[src/rtl/isrn_pkg.sv]
// Package for the integer square root block.
// Holds the datapath widths and the controller state type; no dependencies.
`default_nettype none
package isrn_pkg;

	localparam int RAD_W   = 32;
	localparam int ROOT_W  = 16;
	// The estimate and the divider run one bit wider than the radicand so that
	// the rounded-up dividend of the last step never wraps.
	localparam int Z_W     = RAD_W + 1;
	localparam int REST_W  = RAD_W - 2;
	localparam int CNT_W   = $clog2(Z_W);
	localparam int STEP_W  = 2;

	localparam logic [CNT_W-1:0]  DIV_LAST  = CNT_W'(Z_W - 1);
	localparam logic [STEP_W-1:0] STEP_CEIL = STEP_W'(3);

	typedef enum logic [2:0] {
		ST_IDLE,
		ST_GUESS,
		ST_LOAD,
		ST_DIV,
		ST_UPDATE,
		ST_FINISH
	} isrn_state_t;

endpackage
`default_nettype wire

[src/rtl/integer_square_root_newton.sv]
// Integer square root by a fixed Newton schedule on a bit-serial divider; uses isrn_pkg.
// A zero radicand goes straight to the finish state. Otherwise the guess state shifts
// two radicand bits per step, then four divisions run on one restoring divider (load,
// 33 quotient bits, update each), and the finish state loads the output register once it is free.
// s_tready is high only in idle; the next beat is taken while a root waits on m_tready.
// Reset: arst_n clears the controller and the output valid flag at once.
`default_nettype none
module integer_square_root_newton
	import isrn_pkg::*;
(
	input  wire logic              clk,
	input  wire logic              arst_n,
	input  wire logic              s_tvalid,
	output logic                   s_tready,
	input  wire logic [RAD_W-1:0]  s_tdata,   // [31:0] radicand
	output logic                   m_tvalid,
	input  wire logic              m_tready,
	output logic [ROOT_W-1:0]      m_tdata    // [15:0] root
);

	isrn_state_t state_q, state_next;

	logic [RAD_W-1:0]  x_q;
	logic [REST_W-1:0] rest_q;
	logic [Z_W-1:0]    z_q;
	logic [Z_W-1:0]    rem_q;
	logic [Z_W-1:0]    quo_q;
	logic [CNT_W-1:0]  cnt_q;
	logic [STEP_W-1:0] step_q;
	logic [ROOT_W-1:0] out_q;
	logic              out_valid_q;

	logic              in_beat;
	logic              finish_go;
	logic [Z_W-1:0]    dividend;
	logic [Z_W:0]      rem_shift;
	logic [Z_W+1:0]    trial;
	logic              borrow;
	logic [Z_W:0]      z_sum;
	logic [ROOT_W-1:0] root_sat;

	assign in_beat = s_tvalid && s_tready;

	// The last step rounds the quotient up by dividing x + z - 1.
	assign dividend = (step_q == STEP_CEIL) ?
		Z_W'({1'b0, x_q} + z_q - Z_W'(1)) : Z_W'(x_q);

	assign rem_shift = {rem_q, quo_q[Z_W-1]};
	assign trial     = {1'b0, rem_shift} - {2'b00, z_q};
	assign borrow    = trial[Z_W+1];
	assign z_sum     = {1'b0, z_q} + {1'b0, quo_q};
	assign root_sat  = (|z_q[Z_W-1:ROOT_W]) ? {ROOT_W{1'b1}} : z_q[ROOT_W-1:0];

	always_comb begin
		s_tready  = (state_q == ST_IDLE);
		finish_go = (state_q == ST_FINISH) && (!out_valid_q || m_tready);
		m_tvalid  = out_valid_q;
		m_tdata   = out_q;
	end

	always_comb begin
		state_next = state_q;
		case (state_q)
			ST_IDLE: begin
				if (in_beat) begin
					state_next = (s_tdata == '0) ? ST_FINISH : ST_GUESS;
				end
			end
			ST_GUESS: begin
				if (rest_q == '0) begin
					state_next = ST_LOAD;
				end
			end
			ST_LOAD: begin
				state_next = ST_DIV;
			end
			ST_DIV: begin
				if (cnt_q == DIV_LAST) begin
					state_next = ST_UPDATE;
				end
			end
			ST_UPDATE: begin
				state_next = (step_q == STEP_CEIL) ? ST_FINISH : ST_LOAD;
			end
			ST_FINISH: begin
				if (finish_go) begin
					state_next = ST_IDLE;
				end
			end
			default: begin
				state_next = ST_IDLE;
			end
		endcase
	end

	always_ff @(posedge clk or negedge arst_n) begin
		if (!arst_n) begin
			state_q     <= ST_IDLE;
			out_valid_q <= 1'b0;
		end else begin
			state_q <= state_next;
			if (finish_go) begin
				out_valid_q <= 1'b1;
			end else if (m_tready) begin
				out_valid_q <= 1'b0;
			end
		end
	end

	always_ff @(posedge clk) begin
		case (state_q)
			ST_IDLE: begin
				if (in_beat) begin
					x_q    <= s_tdata;
					rest_q <= s_tdata[RAD_W-1:2];
					z_q    <= (s_tdata == '0) ? '0 : Z_W'(1);
					step_q <= '0;
				end
			end
			ST_GUESS: begin
				if (rest_q != '0) begin
					rest_q <= rest_q >> 2;
					z_q    <= z_q << 1;
				end
			end
			ST_LOAD: begin
				quo_q <= dividend;
				rem_q <= '0;
				cnt_q <= '0;
			end
			ST_DIV: begin
				rem_q <= borrow ? rem_shift[Z_W-1:0] : trial[Z_W-1:0];
				quo_q <= {quo_q[Z_W-2:0], ~borrow};
				cnt_q <= cnt_q + CNT_W'(1);
			end
			ST_UPDATE: begin
				z_q    <= z_sum[Z_W:1];
				step_q <= step_q + STEP_W'(1);
			end
			ST_FINISH: begin
				if (finish_go) begin
					out_q <= root_sat;
				end
			end
			default: begin
			end
		endcase
	end

`ifndef ASSERT_OFF
	a_zero_short: assert property (@(posedge clk) disable iff (!arst_n)
		(in_beat && s_tdata == '0) |=> (state_q == ST_FINISH && z_q == '0))
		else $error("zero radicand did not go straight to finish");

	a_div_nonzero: assert property (@(posedge clk) disable iff (!arst_n)
		(state_q == ST_DIV) |-> (z_q != '0))
		else $error("divider started with a zero divisor");

	a_cnt_range: assert property (@(posedge clk) disable iff (!arst_n)
		(state_q == ST_DIV) |-> (cnt_q <= DIV_LAST))
		else $error("divider bit count overran");

	a_out_load: assert property (@(posedge clk) disable iff (!arst_n)
		finish_go |=> (m_tvalid && state_q == ST_IDLE))
		else $error("finished root not presented on the output");
`endif

endmodule
`default_nettype wire

[config.mk]
export PLATFORM = sky130hd
export DESIGN_NAME = integer_square_root_newton
export DESIGN_NICKNAME = d
export VERILOG_FILES = /design/src/rtl/isrn_pkg.sv /design/src/rtl/integer_square_root_newton.sv
export SDC_FILE = /design/constraint.sdc
export NUM_CORES = 1
export LEC_CHECK = 0
export BUFFER_PORTS_ARGS = -buffer_cell sky130_fd_sc_hd__buf_2
export CAP_MARGIN = 40
export CORE_MARGIN = 2
export CORE_UTILIZATION = 60
export DETAILED_ROUTE_END_ITERATION = 12
export PLACE_DENSITY = 0.84
export RECOVER_POWER = 100
export SYNTH_ARGS = -nofsm -noshare
export SYNTH_HDL_FRONTEND = slang
export SYNTH_SLANG_ARGS = --single-unit
[constraint.sdc]
create_clock -name clk -period 9.4 [get_ports clk]
set_input_delay 1.41 -clock clk [delete_from_list [all_inputs] [get_ports clk]]
set_output_delay 1.41 -clock clk [all_outputs]
set_load 0.01 [all_outputs]
==> Word level (Yosys, flattened, before mapping) <==
Index checks and enable logic that the tools add are counted.
W data, S select, Z words.
{ "op_classes": {"n_shift": 0, "n_bitwise": 1, "eq_ne": 12, "multipliers": 0, "add_sub_neg": 6, "magnitude_cmp": 0, "div_mod_pow": 0, "n_reduce_logical": 20, "n_mux": 23} }
{ "op_table": {"columns": ["operator", "n"], "rows": [
  ["$mux W33", 4],
  ["$pmux W33 S2", 2],
  ["$pmux W33 S3", 1],
  ["$mux W30", 2],
  ["$pmux W30 S2", 1],
  ["$sub A34 B33 Y35", 1],
  ["$add A33 B33 Y34", 1],
  ["$add A32 B33 Y33", 1],
  ["$sub A33 B1 Y33 const B", 1],
  ["$logic_not A32 Y1", 1],
  ["$logic_not A30 Y1", 1],
  ["$reduce_bool A30 Y1", 1],
  ["$mux W3", 6],
  ["$pmux W3 S6", 1],
  ["$reduce_or A17 Y1", 1],
  ["$pmux W6 S2", 1],
  ["$ne A2 B2 Y1 const B", 4],
  ["$reduce_bool A2 Y1", 4],
  ["$add A6 B1 Y6 const B", 1],
  ["$eq A3 B2 Y1 const B", 2],
  ["$eq A3 B3 Y1 const B", 2],
  ["$eq A6 B6 Y1 const B", 1],
  ["$reduce_and A2 Y1", 3],
  ["$reduce_and A3 Y1", 2],
  ["14 further kinds", 17]
]} }
{ "word_totals": {"register_bits": 189, "latchBits": 0, "ramBits": 0, "memories": 0, "wordCells": 72, "out_inout_bits": 18, "romBits": 0} }

==> Depth between registers and ports, before layout <==
Gate-level depths: netlist of the first run.
{ "logic_depth": {"depth_word": 5, "depth_mapped": 14, "depth_no_buf": 14} }

==> Least setup slack after synthesis of the first run <==
Ideal clock, no wire load.
{ "synth_timing": {"path_type": "register -> register", "startpoint": "reg state_q[2]", "endpoint": "reg quo_q[32] (data pin)", "setup_slack_ps": 4097, "stages_incl_launch_ff": 7, "synth_period_minus_slack_ps": 5303, "setup_time_ps": 282, "t_arrival_ps": 5022, "n_path_buf": 0, "cell_sequence": "dfrtp_1 -> nor2b_1 -> nand2_1 -> nand2_1 -> nor3_1 -> mux2i_1 -> o311ai_0"} }
{ "synth_between": {"elab_chain_len": 2, "elab_cells_between_ends": 3} }
{ "synth_lines": {"columns": ["element", "line_no", "rtl"], "rows": [
  ["from (decl)", "integer_square_root_newton.sv:21", "isrn_state_t state_q, state_next;"],
  ["from (signal assigned)", "integer_square_root_newton.sv:101", "state_q <= state_next;"],
  ["$eq A3 B2 Y1", "integer_square_root_newton.sv:111", "case (state_q)"],
  ["$pmux W33 S2 (*)", "integer_square_root_newton.sv:111", null],
  ["to (signal assigned)", "integer_square_root_newton.sv:127", "quo_q <= dividend;"],
  ["to (signal assigned)", "integer_square_root_newton.sv:133", "quo_q <= {quo_q[Z_W-2:0], ~borrow};"],
  ["to (decl)", "integer_square_root_newton.sv:27", "logic [Z_W-1:0] quo_q;"]
]} }
Mark *: on every way between the ends. The rest lies on a longest branch, timed or not.
A chain may end at the register's enable or synchronous reset.

==> Final worst setup path of the first run <==
{ "layout_timing": {"startpoint": "reg state_q[1]", "endpoint": "reg quo_q[31] (data pin)"} }
The elaborated chain is that of the path after synthesis.

==> results.md, run 1 <==
* RSZ-0062 raised after global routing: false
* Initial DRC count at 1,315
* Root buffer cell: clkbuf_16
* Area share of xor/xnor cells in the synthesized design at 0.0478
* Simple-Gate Fraction of Synth Area at 0.142
* # diodes at 0
* Syn Area/Cell at 9.28 sq um
* Die Span Y at 156 um
* Vias post-DR at 11.6k
* Required @ worst endpoint at 9.57 ns
* Top-Level Pins at 54
* Clk pin slew, worst setup/hold paths at 0.08 ns
* Row count at 55
* Routed Antenna Nets at 0
* Layout area overhead at 7.03%
* Setup repair bufs after CTS at 0
* Synth Area in Compound Gates at 0.193
* CTS resizes at 0
* Final Core Density at 0.656
* Half-perimeter wire length after placement at 24,800 um
* Total GRT Usage at 0.284
* Final setup TNS at 0 ns
* IO buf count at 53
* Crit path cell chain: nor2b_1 -> clkbuf_1 -> clkbuf_1 -> and2_0 -> buf_4 -> or3_1 -> mux2_2 -> o311ai_0
* GPL Wtd Cong at 0.989
* Max Slew Vio Count at 308
* Finish-stage setup viols at 0
* Slowest-stage cell, CP: clkbuf_1
* Pin count of the biggest net entering global routing at 66
* Adder-Cell Fraction of Synth Area at 0.122
* Finished Layout Cells at 1,829
* Register area share after synthesis at 0.406
* WL per Instance at 18.7 um
* Startpoint types: flop
* FFs w/ async S/R, synth at 0.0212
* Core Footprint at 0.0227 sq mm
* Failing checks: capacitance limit, slew limit
* Top FF cell, synth: edfxtp_1
* Worst-Skew Late Latency at 0.45 ns
* Min Tclk post-route at 6.03 ns
* Most instantiated cells after synthesis: edfxtp_1, nand2_1, inv_1
* Post-Syn Instances at 1,500
* Setup ws final at 3.37 ns
* Layout cell share with drive strength beyond 1 at 0.0512
* Largest family of logic cells by synthesized area: compound AO/OA/AOI/OAI gates
* DRC viols at 0
* HP Class: reg -> reg
* Cts hold-fix bufs at 0
* Dpl ws at 5.38 ns
* H-tree depth at 4
* Critical path class: reg -> reg
* Nets at 1,701
* Die footprint at 0.0244 sq mm
* Crit. End Element: flop
* Ranking of synthesized cells by area: edfxtp_1, ha_1, a21oi_1
* Max-Cap Viols at 7
* Top Family by Delay on Critical Path: buffers and inverters
* Dominant cell type by area after synthesis: edfxtp_1
* Post-synth EDFFs at 185
* First-pass GRT wire length at 54,900 um
* Syn Std Cell Area at 0.0139 sq mm
* WP data arrival at 6.19 ns
* Die width at 156 um
* Placed insts at 1,797
* Top-area cell type share of the netlist area at 0.399
* Net count after synthesis at 1,670
* WL final at 34,300 um
* Vias in the first global route at 10.9k
* Initial Util at 0.613
* Final cycle utilization of the critical path at 0.641
* Cts bufs inserted at 17
* GRT overflow at 0
* Slew @ Worst Pin at 3.47 ns
* FF+latch count, synth at 189
* Syn. warnings at 0
* Mux contribution to synthesized area at 0.0321
* Via density at 6.36
* Hold violation count in the final report at 0
* Worst path max stage delay at 2.42 ns
* Max clock buf depth at 2
* FMAX at 166 MHz
* Setup Skew at 0.0146 ns
* CP max FO at 57
* Status: complete, but fails checks
* CTS tree: yes
* Cell with the most instances after synthesis: edfxtp_1
* Slew HR at -1.31
* Post-synth cell types at 77
* Drt first pass iters at 5
* Crit path buf inv count at 3
* CTS sink count at 189
* Most used cell, CP: clkbuf_1
* Initial antenna violation count at 0
==> area by class of cell <==
class | instances | area [sq um]
clock buffers | 17 | 425
clock inverters | 15 | 131
fillers | 1802 | 7810
inverters | 150 | 563
multi-input cells | 1105 | 7470
flip-flops and latches | 189 | 5660
well taps | 285 | 357
repair buffers | 68 | 295
==> cells in the final DEF (no fill, tap or decap), types with 4 or more instances in the layout <==
master / count
edfxtp_1: 185
nand2_1: 160
inv_1: 150
ha_1: 131
a21oi_1: 125
o21ai_0: 123
nor2_1: 99
clkbuf_1: 62
xnor2_1: 45
a21o_1: 33
nand3_1: 31
xor2_1: 31
mux2_2: 28
nor3_1: 25
nor4_1: 20
a211oi_1: 19
nand2b_1: 18
nand4_1: 17
clkbuf_16: 17
o21bai_1: 14
nor2b_1: 14
o31ai_1: 13
a31oi_1: 12
mux2i_1: 12
o21a_1: 10
or3_1: 8
o21ai_1: 7
a41oi_1: 7
and3_1: 7
a2111oi_0: 7
o211ai_1: 6
nor3b_1: 6
a211o_1: 6
or2_2: 4
and2_1: 4
clkinv_4: 4
dfrtp_1: 4
buf_4: 4
==> worst reg2reg max path: stages, from the launching register on <==
cell      delay (ns)
dfrtp_1         0.55
nor2b_1         0.19
clkbuf_1        0.99
clkbuf_1        2.43
and2_0          0.61
buf_4           0.55
or3_1           0.20
mux2_2          0.14
o311ai_0        0.11
==> worst paths after layout <==
check / cells past startpoint / slack [ns] / to / start
max in group asynchronous: 1 / 8.44 / state_q[0]$_DFFE_PN0P_ / arst_n
hold reg to reg: 2 / 0.55 / m_tvalid$_DFFE_PN0P_ / m_tvalid$_DFFE_PN0P_
min in group asynchronous: 1 / 0.78 / m_tvalid$_DFFE_PN0P_ / arst_n
hold / removal: 2 / 0.55 / m_tvalid$_DFFE_PN0P_ / m_tvalid$_DFFE_PN0P_
setup / recovery: 8 / 3.37 / quo_q[31]$_DFFE_PP_ / state_q[1]$_DFFE_PN0P_
setup reg to reg: 8 / 3.37 / quo_q[31]$_DFFE_PP_ / state_q[1]$_DFFE_PN0P_
==> kinds of logic after synthesis <==
family,count (synthesis)
flip-flops,189
XOR/XNOR,76
adder cells (fa/ha/maj),134
AO/OA/AOI/OAI,427
multiplexers,41
AND/OR/NAND/NOR,427
buffers and inverters,206
==> layer usage <==
layer | routed length, um | vias up | global-route usage
met4 | 851 | 0 | 0.0891
met2 | 15400 | 575 | 0.457
met5 | 0 | - | 0
li1 | - | 5533 | -
met1 | 14800 | 5456 | 0.398
met3 | 3230 | 68 | 0.0451
==> flip-flops by register name, indices dropped and copies added, names as in the netlist <==
signal and cells:
state_q 3, rem_q 33, z_q 33, x_q 32, quo_q 33, step_q 2, cnt_q 6, m_tdata 16
m_tvalid 1, rest_q 30
==> through the flow <==
stage	instance area, sq um	hold WS (ns)
2_1_floorplan	13900	0.526
3_3_place_gp	14500	0.522
3_5_place_dp	14500	0.518
4_1_cts	15100	0.550
5_1_grt	14900	0.590
6_report	14900	0.553
Power of run 1 is not shown: default switching activity piles up to over one toggle a cycle in this logic, so the estimate is an artifact.
==> run 2: changes to the inputs <==
Settings changed: CORE_UTILIZATION 60 to 57, PLACE_DENSITY 0.84 to 0.83.
Clock period 9.4 ns to 4.9 ns, I/O delays scaled along.
==> run 2 against run 1 <==
  * Non-clock buffer count decreased by 1
  * Worst hold slack got worse by 0.45 ns
  * First-iteration DRC count decreased by 12%
  * Clock-buffer cell count unchanged
  * Register-to-register slack got worse by 2.8 ns
  * Die area increased by 5.1%
  * Sequential share of layout area decreased by 0.13 points
  * Largest cell class unchanged
  * The run still ends with capacitance limit, slew limit left
  * Routed wire length increased by 1.3%
==> results.md, run 2 (synthesis results as in run 1) <==
* Finished Layout Cells at 1,867
* Hold violation count in the final report at 0
* Cts hold-fix bufs at 0
* Cts bufs inserted at 17
* Clk pin slew, worst setup/hold paths at 0.08 ns
* Final cycle utilization of the critical path at 0.888
* Setup Skew at 0.0137 ns
* Worst r2r path cells at 14
* Die width at 160 um
* WP data arrival at 4.58 ns
* Routed Antenna Nets at 0
* Status: complete, but fails checks
* Min Tclk post-route at 4.35 ns
* Reg2reg setup slack at 0.55 ns
* Placed Area at 0.0145 sq mm
* Max Slew Vio Count at 306
* Setup repair bufs after CTS at 0
* WHS at 0.105 ns
* Required @ worst endpoint at 5.13 ns
* Placed insts at 1,835
* Vias in the first global route at 11.1k
* Finish-stage setup viols at 0
* Fillers at 1,961
* HP Class: in -> async
* Max clock buf depth at 2
* Critical path class: reg -> reg
* Layout area overhead at 7.41%
* Largest regs: quo_q: 33 flops, rem_q: 33 flops, z_q: 33 flops
* Max-Cap Viols at 7
* Layout cell share with drive strength beyond 1 at 0.0512
* First-pass GRT wire length at 56,000 um
* Root buffer cell: clkbuf_16
* Failing checks: capacitance limit, slew limit
* GPL Wtd Cong at 0.937
* R2R Path End: rem_q[12]$_SDFFCE_PN0P_
* Total GRT Usage at 0.273
* Nets at 1,700
* Die footprint at 0.0257 sq mm
* WL final at 34,700 um
* CTS sink count at 189
* Initial DRC count at 1,157
* Row count at 57
* RSZ-0062 raised after global routing: false
* Core Footprint at 0.0242 sq mm
* Top-Level Pins at 54
* Commonest non-fill, non-tap cell in the layout: edfxtp_1
* CP max FO at 18
* # diodes at 0
* Die Span Y at 160 um
* Worst-Skew Late Latency at 0.45 ns
* Initial Util at 0.576
* Pin count of the biggest net entering global routing at 66
* Crit. End Element: flop
* IO buf count at 53
* Vias post-DR at 11.6k
* Half-perimeter wire length after placement at 25,200 um
* H-tree depth at 4
* Initial antenna violation count at 0
* CTS resizes at 0
* Via density at 6.22
* DRC viols at 0
* R2R Path Start: quo_q[32]$_DFFE_PP_
* Startpoint types: flop
* FMAX at 230 MHz
* Post-route cell area at 0.0149 sq mm
* CTS tree: yes
* GRT overflow at 0
* Slew @ Worst Pin at 3.39 ns
* Slew HR at -1.26
* Drt first pass iters at 6
* Final setup TNS at 0 ns
* WL per Instance at 18.6 um
* Commonest cells after routing, fill and taps aside: edfxtp_1, nand2_1, inv_1
==> run 2: cell types whose count changed in the layout (fill, tap and decap cells not counted), sizes merged <==
| cell | change |
|---|---|
| buf | -1 |
| bufinv | +1 |
| clkinv | -1 |
==> run 2: through the flow <==
stage          utilization  worst slack, ns
3_5_place_dp         0.601            0.908
6_report             0.618            0.551
4_1_cts              0.626            0.847
3_3_place_gp         0.600            0.990
2_1_floorplan            -            0.885
5_1_grt              0.618            0.278
==> run 2: worst max path at each step <==
stage,slack (ns),startpoint,end,cells past startpoint
2_1_floorplan,0.89,state_q[0]$_DFFE_PN0P_,z_q[0]$_DFFE_PP_,6
3_3_place_gp,0.99,z_q[1]$_DFFE_PP_,quo_q[25]$_DFFE_PP_,13
3_5_place_dp,0.91,z_q[1]$_DFFE_PP_,quo_q[29]$_DFFE_PP_,14
4_1_cts,0.85,z_q[1]$_DFFE_PP_,quo_q[25]$_DFFE_PP_,14
5_1_grt,0.28,quo_q[32]$_DFFE_PP_,rem_q[12]$_SDFFCE_PN0P_,14
6_report,0.55,quo_q[32]$_DFFE_PP_,rem_q[12]$_SDFFCE_PN0P_,14
==> run 2: final cells by class <==
cell class | count | area [sq um] | share of cell area
multi-input combinational | 1105 | 7460 | 0.499
sequential | 189 | 5660 | 0.378
inverter | 150 | 563 | 0.0377
clock buffer | 17 | 425 | 0.0285
tap | 324 | 405 | 0.0271
timing repair buffer | 67 | 268 | 0.0179
clock inverter | 15 | 173 | 0.0116
==> run 2: worst max-delay path, cell delays in order, from the launching register on <==
cell,delay (ns)
edfxtp_1,0.49
inv_1,0.07
ha_1,0.19
inv_1,0.08
fa_1,0.25
nand3_1,0.12
a311oi_1,0.39
o21ai_1,0.20
a21oi_1,0.43
o2111ai_1,0.25
a2111oi_4,0.49
a21o_1,0.54
buf_4,0.32
nor2_1,0.07
a211oi_1,0.23
==> run 2: per-layer routing <==
metal | part of all wire | wire length [um] | GRT usage
met1 | 0.43 | 15000 | 0.379
met2 | 0.46 | 15900 | 0.440
met3 | 0.081 | 2810 | 0.0382
met4 | 0.026 | 914 | 0.0950
met5 | 0 | 0 | 0
Power of run 2 is left out for the same reason.
==> run 3: changes to the inputs <==
Settings changed: CORE_MARGIN 2 to not set.
==> run 3 against run 2 <==
  * The run still ends with capacitance limit, slew limit left
  * Clock skew grew 0.0046 ns
  * First-iteration DRC count down 11%
  * Critical path depth decreased by 2
  * Non-clock buffer count stayed put
  * Sequential share of layout area barely moved
  * Setup slack got worse by 0.046 ns
  * Final cell count down 0.27%
  * Global-route usage increased by 1.3 points
  * Maximum frequency is 1.1% lower
  * Cell area barely moved
  * Register-to-register slack worse by 0.05 ns
  * Die area shrank 2.5%
  * Largest cell class unchanged
  * Highest routed layer unchanged
==> results.md, run 3 (synthesis results as in run 1) <==
* Status: complete, but fails checks
* Failing checks: capacitance limit, slew limit
* FMAX at 227 MHz
* Initial antenna violation count at 0
* Top Family by Delay on Critical Path: compound AO/OA/AOI/OAI gates
* Crit path buf inv count at 2
* Root buffer cell: clkbuf_16
* Min Tclk post-route at 4.40 ns
* Vias in the first global route at 11.0k
* IO buf count at 53
* Max Slew Vio Count at 250
* CTS resizes at 0
* Placed Area at 0.0145 sq mm
* Die Span Y at 158 um
* Half-perimeter wire length after placement at 24,900 um
* Hold violation count in the final report at 0
* H-tree depth at 4
* WP data arrival at 4.48 ns
* Largest regs: quo_q: 33 flops, rem_q: 33 flops, z_q: 33 flops
* First-pass GRT wire length at 55,200 um
* Critical path depth at 12
* Drt first pass iters at 5
* Die footprint at 0.0250 sq mm
* Total GRT Usage at 0.285
* Commonest cells after routing, fill and taps aside: edfxtp_1, nand2_1, inv_1
* Commonest non-fill, non-tap cell in the layout: edfxtp_1
* CTS sink count at 189
* Clk pin slew, worst setup/hold paths at 0.07 ns
* Max-Cap Viols at 6
* Setup ws final at 0.504 ns
* Worst path max stage delay at 0.74 ns
* Layout area overhead at 7.32%
* RSZ-0062 raised after global routing: false
* Crit path cell chain: inv_1 -> ha_1 -> a21oi_1 -> o21ai_0 -> a221oi_1 -> a21oi_4 -> o2111ai_1 -> a2111oi_4 -> a21oi_1 -> clkbuf_2 -> or3_1 -> a21oi_1
* Finish-stage setup viols at 0
* Final Core Density at 0.631
* R2R Path End: rem_q[18]$_SDFFCE_PN0P_
* Via density at 6.19
* Most used cell, CP: a21oi_1
* Initial DRC count at 1,034
* HP Class: in -> async
* R2R Path Start: z_q[11]$_DFFE_PP_
* Slew HR at -0.630
* Cts bufs inserted at 17
* Worst r2r path cells at 12
* # diodes at 0
* Nets at 1,700
* Dpl ws at 0.868 ns
* Slew @ Worst Pin at 2.44 ns
* Crit. End Element: flop
* WL per Instance at 18.3 um
* Critical path class: reg -> reg
* Vias post-DR at 11.5k
* CTS tree: yes
* Routed Antenna Nets at 0
* Core Footprint at 0.0237 sq mm
* Layout cell share with drive strength beyond 1 at 0.0506
* Required @ worst endpoint at 4.99 ns
* CP max FO at 18
* Row count at 56
* WL final at 34,000 um
* Initial Util at 0.588
* Fillers at 2,053
* Final setup TNS at 0 ns
* Startpoint types: flop
* Cts hold-fix bufs at 0
* DRC viols at 0
* GPL Wtd Cong at 0.938
* Pin count of the biggest net entering global routing at 66
* GRT overflow at 0
* Worst-Skew Late Latency at 0.45 ns
* Top-Level Pins at 54
* Setup repair bufs after CTS at 0
* Slowest-stage cell, CP: a21oi_1
* Setup Skew at 0.0183 ns
* Reg2reg setup slack at 0.50 ns
* Final cycle utilization of the critical path at 0.897
* Max clock buf depth at 2
* Die width at 158 um
* Post-route cell area at 0.0149 sq mm
==> run 3: cell count changes in the layout (fill, tap and decap cells not counted), moves of 2 or more <==
cell | before | now
clkinv_4 | 4 | 2
inv_6 | 2 | 4
nor3b_1 | 4 | 6
nor3b_2 | 2 | 0
o21ai_0 | 123 | 126
o21ai_1 | 7 | 4
==> run 3: per-layer routing <==
metal	up-vias	GRT usage	routed length [um]
li1	5531	-	-
met1	5460	0.395	15200
met2	480	0.467	15800
met3	58	0.0376	2320
met4	0	0.0847	605
met5	-	0	0
==> run 3: cell type report <==
| class | instances | area, sq um | area share |
|---|---|---|---|
| Timing Repair Buffer | 67 | 268 | 0.0179 |
| Sequential cell | 189 | 5660 | 0.379 |
| Tap cell | 319 | 399 | 0.0267 |
| Multi-Input combinational cell | 1105 | 7460 | 0.499 |
| Inverter | 150 | 563 | 0.0377 |
| Clock buffer | 17 | 425 | 0.0285 |
| Clock inverter | 15 | 165 | 0.0111 |
==> run 3: how the worst max path moves through the flow <==
stage	from	end	slack, ns
after floorplan	state_q[0]$_DFFE_PN0P_	z_q[0]$_DFFE_PP_	0.89
after global placement	z_q[1]$_DFFE_PP_	quo_q[25]$_DFFE_PP_	0.98
after detailed placement	quo_q[32]$_DFFE_PP_	rem_q[8]$_SDFFCE_PN0P_	0.87
after CTS	z_q[1]$_DFFE_PP_	quo_q[25]$_DFFE_PP_	0.83
after global routing	quo_q[32]$_DFFE_PP_	rem_q[18]$_SDFFCE_PN0P_	0.21
final	z_q[11]$_DFFE_PP_	rem_q[18]$_SDFFCE_PN0P_	0.50
==> run 3: per-stage QoR <==
step	std cells	hold WS (ns)
final	1862	0.104
after global routing	1862	0.119
after CTS	1862	0.0793
after detailed placement	1830	0.517
after global placement	1829	0.522
after floorplan	1500	0.439
Power of run 3 is left out for the same reason.
